<file path="src/rtl/nfep_ram.sv">
// Generic single-port RAM with registered read data.
module nfep_ram #(
  parameter int unsigned Width = 8,
  parameter int unsigned Depth = 16
) (
  input  logic                     clk_i,
  input  logic                     we_i,
  input  logic [$clog2(Depth)-1:0] addr_i,
  input  logic [Width-1:0]         wdata_i,
  output logic [Width-1:0]         rdata_o
);

  logic [Width-1:0] mem_q [Depth];
  logic [Width-1:0] rdata_q;

  // Write port and registered read of the same address.
  always_ff @(posedge clk_i) begin
    if (we_i) begin
      mem_q[addr_i] <= wdata_i;
    end
    rdata_q <= mem_q[addr_i];
  end

  assign rdata_o = rdata_q;

endmodule

</file>
<file path="config.mk">
export PLATFORM = sky130hd
export DESIGN_NAME = nfep_ram
export DESIGN_NICKNAME = d
export VERILOG_FILES = /design/src/rtl/nfep_ram.sv
export SDC_FILE = /design/constraint.sdc
export NUM_CORES = 1
export LEC_CHECK = 0
export BUFFER_PORTS_ARGS = -buffer_cell sky130_fd_sc_hd__buf_2
export CAP_MARGIN = 15
export CORE_MARGIN = 2
export CORE_UTILIZATION = 33
export DETAILED_ROUTE_END_ITERATION = 6
export GPL_TIMING_DRIVEN = 0
export PLACE_DENSITY_LB_ADDON = 0.1
export SYNTH_ARGS = -nofsm -noshare
export SYNTH_HDL_FRONTEND = slang
export SYNTH_SLANG_ARGS = --single-unit
export TNS_END_PERCENT = 30
</file>
<file path="constraint.sdc">
create_clock -name clk_i -period 2.2 [get_ports clk_i]
set_input_delay 0 -clock clk_i [delete_from_list [all_inputs] [get_ports clk_i]]
set_output_delay 0 -clock clk_i [all_outputs]
set_load 0.005 [all_outputs]
</file>
==> flow_summary.ini <==
[sta]
finalSetupTns_ns = 0
period_minus_slack_ns = 1.63
fmax_ghz = 0.614
hold_violations = 0
skew_ns = 0.00566
tightest_slew_ns = 0.861
setup_viol = 0
period_share_pct = 74.0
whs_ns = 0.00330
rsz0062_at_grt = no
slew_headroom_pct = 42.4
slew_violations = 0

[power]
cellLeakagePower_uw = 0.00196
power_density_nw_per_um2 = 971
irDropWorstVdd_uv = 541
p_total_uw = 5870

[cells_and_area]
final_cell_mix = 128 x edfxtp_1, 32 x mux4_2, 22 x buf_2
drive_above_1_share_pct = 29.7
multi_input_area_um2 = 1000
fin_util_pct = 40.1
area_growth_pct = 19.3
final-seq-area_um2 = 4000
layout.nets = 291
nFillCells = 1361
antenna_cells = 0
final_common_cell = edfxtp_1
finalNonFillerCells = 478

[clocking]
cts_made_buffers = 17
clkSinkCount = 136
cts_setup_buffers = 0
cts_hold_buffers = 5
cts-root-buf = clkbuf_16
clkTransAtPathRegs_ns = 0.05
worstSkewPairLatency_ns = 0.41
htreeDepth = 4
ctsResizeCount = 0
clockBufferDepth = 2
cts_tree = yes

[placement]
place_congestion = 0.734
dp_hpwl_um = 6880
port_buffers = 19
dp_cells = 441

[critical_path]
critical_path_class = input port to register
worstSetupStartpoint = addr_i[1]
cp-end-kind = register
path_max_fanout = 10
cp.arrival_ns = 1.67
required_ns = 2.24
crit_path_start_kind = input port
r2r_start = mem_q[3][3]$_DFFE_PP_

[die]
die_h_um = 128
dieArea_um2 = 16400
start_util_pct = 33.6
die_w_um = 128
boundaryPins = 22
std_cell_rows = 45
core_um2 = 15100

[detailed_routing]
wirelength_um = 10600
drc = 0
wl_per_cell_um = 22.1
ant_nets = 0
first_pass_iters = 4
first_iter_violations = 217
vias = 2314
via_per_inst = 4.84

[synth]
synth_nets = 244
syn_avg_cell_area_um2 = 22.0
synth_area_leader_cell = edfxtp_1
synth.top_cell.area_share_pct = 75.9
synth_seq_area_share_pct = 79.0
netlist_instances = 230
synth_compound_area_share_pct = 2.37
synth_area_leaders = edfxtp_1 76%, mux4_2 14%, dfxtp_1 3.2%, a22oi_1 2.4%, nor2_1 0.96%
synth_top_family_by_area = multiplexers
netlist_area_um2 = 5070
muxShareOfSynthArea_pct = 14.2
ys_seq_elements = 136
synth_fa_ha_area_share_pct = 0
yosys_warnings = 0
synth.distinct_cells = 18
yosys.area_share.simple_pct = 3.21
synthXorXnorAreaFrac_pct = 0

[global_route]
grt_max_degree = 17
overflow = 0
antenna_found_initial = 0
grt_pass1_wl_um = 15900
grt.total_usage_pct = 14.4
first_global_vias = 2483

[min_path]
hp-class = input port to register
worstHoldStart = wdata_i[3]

[flow_run]
maxCapViolations = 0

[run_status]
outcome = finished clean
==> through the flow <==
| stage | setup slack (ns) | instance area (µm²) |
|---|---|---|
| global route | 0.271 | 6040 |
| global placement | 0.0215 | 5400 |
| CTS | 0.480 | 6040 |
| floorplan | 0.707 | 5070 |
| detailed placement | 0.0450 | 5430 |
| finish | 0.571 | 6040 |
==> cell families after synthesis <==
logic type	after synthesis
AO/OA/AOI/OAI	16
flip-flops	136
AND/OR/NAND/NOR	35
multiplexers	32
buffers and inverters	11
==> power by group <==
part	internal, µW	leakage (µW)	total (µW)	switching, µW
registers	2900	0.00122	2910	12.7
clock network	1730	0.000279	2670	945
logic	116	0.000459	283	167
==> path summary, 6_finish.rpt <==
kind | endpoint | slack, ns | cells after the start
min | mem_q[3][3]$_DFFE_PP_ | 0.003 | 1
max reg2reg | rdata_o[3]$_DFF_P_ | 0.78 | 3
max | mem_q[3][1]$_DFFE_PP_ | 0.57 | 4
min reg2reg | rdata_o[6]$_DFF_P_ | 0.69 | 3
==> cells in the mapped netlist, drive strengths merged <==
| master | count |
|---|---|
| or3b | 1 |
| and2 | 1 |
| mux4 | 32 |
| a22oi | 16 |
| nand2b | 2 |
| buf | 8 |
| nor2 | 13 |
| nor3 | 4 |
| clkbuf | 3 |
| nand3 | 1 |
| dfxtp | 8 |
| nand3b | 2 |
| nor2b | 2 |
| edfxtp | 128 |
| nand2 | 9 |
==> registers in the layout (all words and copies together), names as in the netlist <==
register and count:
rdata_o 8, mem_q 128
==> area by class of cell <==
cell class	instances	area share, %
Multi-Input combinational cell	83	16.6
Timing Repair Buffer	28	2.86
Tap cell	188	3.89
Clock buffer	29	8.78
Buffer	11	0.994
Clock inverter	3	0.642
Sequential cell	136	66.2
==> critical path: stages <==
cell and delay (ns):
buf_2 0.28, buf_1 0.46, nand2_1 0.24, nor2_1 0.69
==> layer usage <==
layer	vias to the layer above	global-route usage [%]	wire (µm)
met5	-	0	0
met4	0	7.24	264
met3	19	3.76	307
met2	34	22.2	5040
met1	1205	19.0	4960
li1	1056	-	-
Note: power is estimated with default switching activity, not from simulation.
