File: src/rtl/nfep_pkg.sv
// Shared types and constants of the NOR flash command model.
package nfep_pkg;

  // Store size default and fixed geometry.
  localparam int unsigned MemBytes  = 65536;
  localparam int unsigned ProgBytes = 16;
  localparam int unsigned ProgAw    = $clog2(ProgBytes);
  localparam int unsigned AddrW     = 32;
  localparam int unsigned SizeW     = 17;
  localparam int unsigned DataW     = 64;
  localparam int unsigned ByteW     = 8;
  localparam int unsigned PaddrW    = 4;
  localparam int unsigned PdataW    = 32;

  // Register reset values and the erased byte.
  localparam logic [AddrW-1:0] BaseReset   = '0;
  localparam logic [SizeW-1:0] RegionReset = 17'h10000;
  localparam logic [SizeW-1:0] SectorReset = 17'h01000;
  localparam logic [ByteW-1:0] ErasedByte  = 8'hFF;

  typedef enum logic [1:0] {
    CmdRead    = 2'd0,
    CmdErase   = 2'd1,
    CmdProgram = 2'd2,
    CmdPoll    = 2'd3
  } cmd_e;

  typedef enum logic [1:0] {
    StOk      = 2'd0,
    StBusy    = 2'd1,
    StInvalid = 2'd2
  } status_e;

  typedef enum logic [1:0] {
    RegBase   = 2'd0,
    RegRegion = 2'd1,
    RegSector = 2'd2
  } reg_e;

  typedef struct packed {
    cmd_e             cmd;
    logic [AddrW-1:0] address;
    logic [DataW-1:0] data_low;
    logic [DataW-1:0] data_high;
  } in_item_t;

  typedef struct packed {
    status_e          status;
    logic [ByteW-1:0] read_byte;
  } out_item_t;

  // Status of the serial remainder unit.
  typedef struct packed {
    logic done;
    logic rem_zero;
  } mod_stat_t;

endpackage

File: src/rtl/nfep_mod.sv
// Serial remainder unit: one dividend bit per cycle, restoring form.
module nfep_mod #(
  parameter int unsigned DVW = 17
) (
  input  logic                          clk_i,
  input  logic                          rst_ni,
  input  logic                          start_i,
  input  logic [nfep_pkg::AddrW-1:0]    dividend_i,
  input  logic [DVW-1:0]                divisor_i,
  output nfep_pkg::mod_stat_t           stat_o,
  output logic [DVW-1:0]                rem_o
);

  localparam int unsigned Steps = nfep_pkg::AddrW;
  localparam int unsigned CntW  = $clog2(Steps + 1);

  logic [nfep_pkg::AddrW-1:0] dvd_q, dvd_d;
  logic [DVW-1:0]             div_q, div_d;
  logic [DVW-1:0]             rem_q, rem_d;
  logic [CntW-1:0]            cnt_q, cnt_d;
  logic                       done_q, done_d;
  logic [DVW:0]               trial;
  logic [DVW:0]               diff;
  logic                       take;

  // Shift in the next dividend bit and subtract when it fits.
  assign trial = {rem_q, dvd_q[nfep_pkg::AddrW-1]};
  assign diff  = trial - {1'b0, div_q};
  assign take  = (trial >= {1'b0, div_q});

  always_comb begin
    dvd_d  = dvd_q;
    div_d  = div_q;
    rem_d  = rem_q;
    cnt_d  = cnt_q;
    done_d = 1'b0;
    if (start_i) begin
      dvd_d = dividend_i;
      div_d = divisor_i;
      rem_d = '0;
      cnt_d = CntW'(Steps);
    end else if (cnt_q != '0) begin
      rem_d  = take ? diff[DVW-1:0] : trial[DVW-1:0];
      dvd_d  = {dvd_q[nfep_pkg::AddrW-2:0], 1'b0};
      cnt_d  = cnt_q - 1'b1;
      done_d = (cnt_q == CntW'(1));
    end
  end

  // Step counter and done pulse are control; operands are payload.
  always_ff @(posedge clk_i or negedge rst_ni) begin
    if (!rst_ni) begin
      cnt_q  <= '0;
      done_q <= 1'b0;
    end else begin
      cnt_q  <= cnt_d;
      done_q <= done_d;
    end
  end

  always_ff @(posedge clk_i) begin
    dvd_q <= dvd_d;
    div_q <= div_d;
    rem_q <= rem_d;
  end

  assign rem_o           = rem_q;
  assign stat_o.done     = done_q;
  assign stat_o.rem_zero = (rem_q == '0);

endmodule

File: config.mk
export PLATFORM = sky130hd
export DESIGN_NAME = nfep_mod
export DESIGN_NICKNAME = d
export VERILOG_FILES = /design/src/rtl/nfep_pkg.sv /design/src/rtl/nfep_mod.sv
export SDC_FILE = /design/constraint.sdc
export NUM_CORES = 1
export LEC_CHECK = 0
export ABC_CLOCK_PERIOD_IN_PS = 7100
export BUFFER_PORTS_ARGS = -buffer_cell sky130_fd_sc_hd__buf_2
export CAP_MARGIN = 20
export CORE_MARGIN = 8
export CORE_UTILIZATION = 45
export CTS_CLUSTER_DIAMETER = 50
export DETAILED_ROUTE_END_ITERATION = 8
export HOLD_SLACK_MARGIN = 0.05
export MAX_ROUTING_LAYER = met4
export PLACE_DENSITY = 0.62
export SYNTH_ARGS = -nofsm -noshare
export SYNTH_HDL_FRONTEND = slang
export SYNTH_SLANG_ARGS = --single-unit
File: constraint.sdc
create_clock -name clk_i -period 7.1 [get_ports clk_i]
set_input_delay 1.42 -clock clk_i [delete_from_list [all_inputs] [get_ports clk_i]]
set_output_delay 1.42 -clock clk_i [all_outputs]
set_load 0.02 [all_outputs]
==> run summary <==
outcome -> completed
R2R setup slack -> 4.35 ns
FILL cells -> 803
DR vias -> 2955
row count -> 34
crit path time final -> 3.33 ns
ANT nets after route -> 0
Synth Area per Inst -> 11.2 sq um
dpl hpwl -> 6.41 mm
DIE WIDTH -> 111 microns
die height -> 111 microns
CTS tree -> built
Final Power -> 0.00115 W
Starting Density -> 46.4%
Top Layer Used -> met4
Final Hold Viols -> 0
Critical Path Fanout Max -> 54
antenna violations before repair -> 0
Hold Startpoint -> rem_o[14]
register area -> 0.00199 sq mm
TNS Setup -> 0 ns
Metal-1 WL -> 4.47 mm
Yosys reg bits -> 73
P_sw -> 0.000346 W
crit start category -> input port
unrepaired setup endpoints after global routing -> no
post-synthesis sequential area ratio -> 48.8%
top_reg_cell synth -> edfxtp_1
post-route clock period utilization -> 46.8%
clk_lat worst skew -> 0.36 ns
Syn Std Cell Area -> 0.00407 sq mm
Port Buffers -> 70
GRT Total Usage -> 14.5%
worst hold path type -> reg2reg
commonest non-fill, non-tap cell in the layout -> buf_2
Yosys warnings -> 0
first-pass GRT wire length -> 14.3 mm
Switching Share -> 30.1%
clock sinks -> 73
CORE AREA -> 0.00876 sq mm
largest net degree at the start of global routing -> 55
GPL Wtd Cong -> 0.847
NumNets Final -> 502
finished layout cell area -> 0.00468 sq mm
Pleak -> 1.98 nW
Placement Cell Area -> 0.00448 sq mm
Comb power frac -> 21.1%
clock skew -> 0.00867 ns
RR Startpoint -> cnt_q[2]
Reg power frac -> 48.8%
clk slew on worst S/H paths -> 0.08 ns
CP startpoint -> start_i
WP data arrival -> 3.36 ns
critical setup path kind -> in2reg
multi-input logic area -> 0.00189 sq mm
DRC violations left -> 0
Syn Nets -> 436
clock power share -> 30.1%
Post-CTS Repair Setup Buffers -> 0
Cell Pwr Density -> 246 mW/mm^2
synth unique cells -> 60
setup slack after layout -> 3.77 ns
Clock Path Buffers -> 2
synth-to-layout area growth -> 15.1%
maximum vdd drop -> 0.115 mV
Critical Path RT -> 7.14 ns
global route overflow -> 0
Finished Layout Cells -> 543
MaxCap Viol Count -> 0
Async SR Flop Fraction -> 9.59%
Routed WL per cell -> 16.3 microns
Slew HR -> 39.0%
Die ar. -> 0.0123 sq mm
most frequent cells in the layout -> buf_2, edfxtp_1, mux2_2, nand2_1, inv_1
H-tree Lvls -> 3
Avg Vias per Cell -> 5.44
wire length on met3 -> 388 microns
CP Capture Type -> flip-flop
vias in the first global route -> 2859
Slew @ Worst Pin -> 0.914 ns
Routed WL -> 8.85 mm
TritonCTS buffer count -> 9
Worst Reg-to-Reg Cells -> 5
Fmax -> 0.301 GHz
worst slack, placed -> 3.36 ns
Max Transition Viols Final -> 0
cells after synthesis -> 364
Top Ports -> 71
CTS root buf -> clkbuf_8
DRT Pass-1 Iters -> 5
final setup fails -> 0
hold path depth -> 2
hold buffers post-CTS -> 0
number of flops mapped to enable cells by yosys -> 49
met2 routed WL -> 3.89 mm
diode count -> 0
internal power -> 0.000805 W
share of cells above drive strength 1 -> 29.9%
sink of the worst hold path -> rem_o[14]
Iteration-0 DRC Markers -> 180
Cells after DPL -> 527
post_cts resized -> 0
r2r endpoint -> dvd_q[27]
power by group through the flow:
stage                     Combinational (W)  Sequential, W  Clock, W
final                              0.000243       0.000562  0.000347
after global routing               0.000270       0.000571  0.000374
after CTS                          0.000244       0.000563  0.000357
after detailed placement           0.000244       0.000571         0
after global placement             0.000238       0.000570         0
after floorplan                    0.000181       0.000566         0
routing by layer:
| metal | up-vias | GRT usage, % |
|---|---|---|
| met5 | - | - |
| met4 | 0 | 4.00 |
| met3 | 10 | 3.63 |
| met2 | 69 | 21.4 |
| met1 | 1390 | 19.3 |
| li1 | 1486 | - |
registers in the layout (all words and copies together) (netlist names):
signal  count
dvd_q      32
div_q      17
rem_o      17
cnt_q       6
done_q      1
cells in the mapped netlist, types with 6 or more instances:
cell | count | share of area, %
inv_1 | 25 | 2.3
a211oi_1 | 6 | 1.1
xnor2_1 | 8 | 1.7
nor3_1 | 6 | 0.74
ha_1 | 19 | 5.8
nor4_1 | 6 | 0.92
edfxtp_1 | 49 | 36
dfxtp_1 | 17 | 8.4
mux2i_1 | 12 | 3.0
nand2_1 | 31 | 2.9
dfrtp_1 | 7 | 4.3
mux2_2 | 31 | 8.6
a21oi_1 | 15 | 1.8
o21ai_1 | 12 | 1.5
buf_2 | 7 | 0.86
nor2_1 | 13 | 1.2
nand3_1 | 11 | 1.4
o21ai_0 | 11 | 1.4
worst max path at each step:
stage,slack [ns],endpoint
6_report,3.77,dvd_q[27]
5_1_grt,3.63,dvd_q[18]
4_1_cts,3.75,dvd_q[18]
3_5_place_dp,3.36,dvd_q[27]
3_3_place_gp,3.40,dvd_q[25]
2_1_floorplan,3.96,dvd_q[0]
through the flow:
| stage | util, % | hold slack, ns |
|---|---|---|
| 2_1_floorplan | - | 0.505 |
| 3_3_place_gp | 51.1 | 0.511 |
| 3_5_place_dp | 51.1 | 0.508 |
| 4_1_cts | 53.4 | 0.520 |
| 5_1_grt | 53.4 | 0.546 |
| 6_report | 53.4 | 0.519 |
final cells by class:
class,instances,share of cell area [%]
sequential,73,42.4
multi-input combinational,248,40.3
timing repair buffer,73,7.96
tap,108,2.89
clock buffer,9,2.64
inverter,25,2.00
clock inverter,7,1.74
critical path: stages:
cell and delay (ns):
buf_2 0.07, buf_4 0.52, nor2b_1 0.12, and2_1 0.41, inv_1 0.39, buf_4 0.39
logic make-up (layout without fill, tap and decap cells):
family	count (synthesis)	count (layout)	synth area share [%]
muxes	43	43	11.5
DFF	73	73	48.8
buffers and inverters	43	114	4.74
adders and majority gates	20	20	6.33
xor gates and xnor gates	13	13	2.80
AOI/OAI and AO/OA	81	81	13.9
and+or+nand+nor	91	91	11.8
Note: power is estimated with default switching activity, not from simulation.
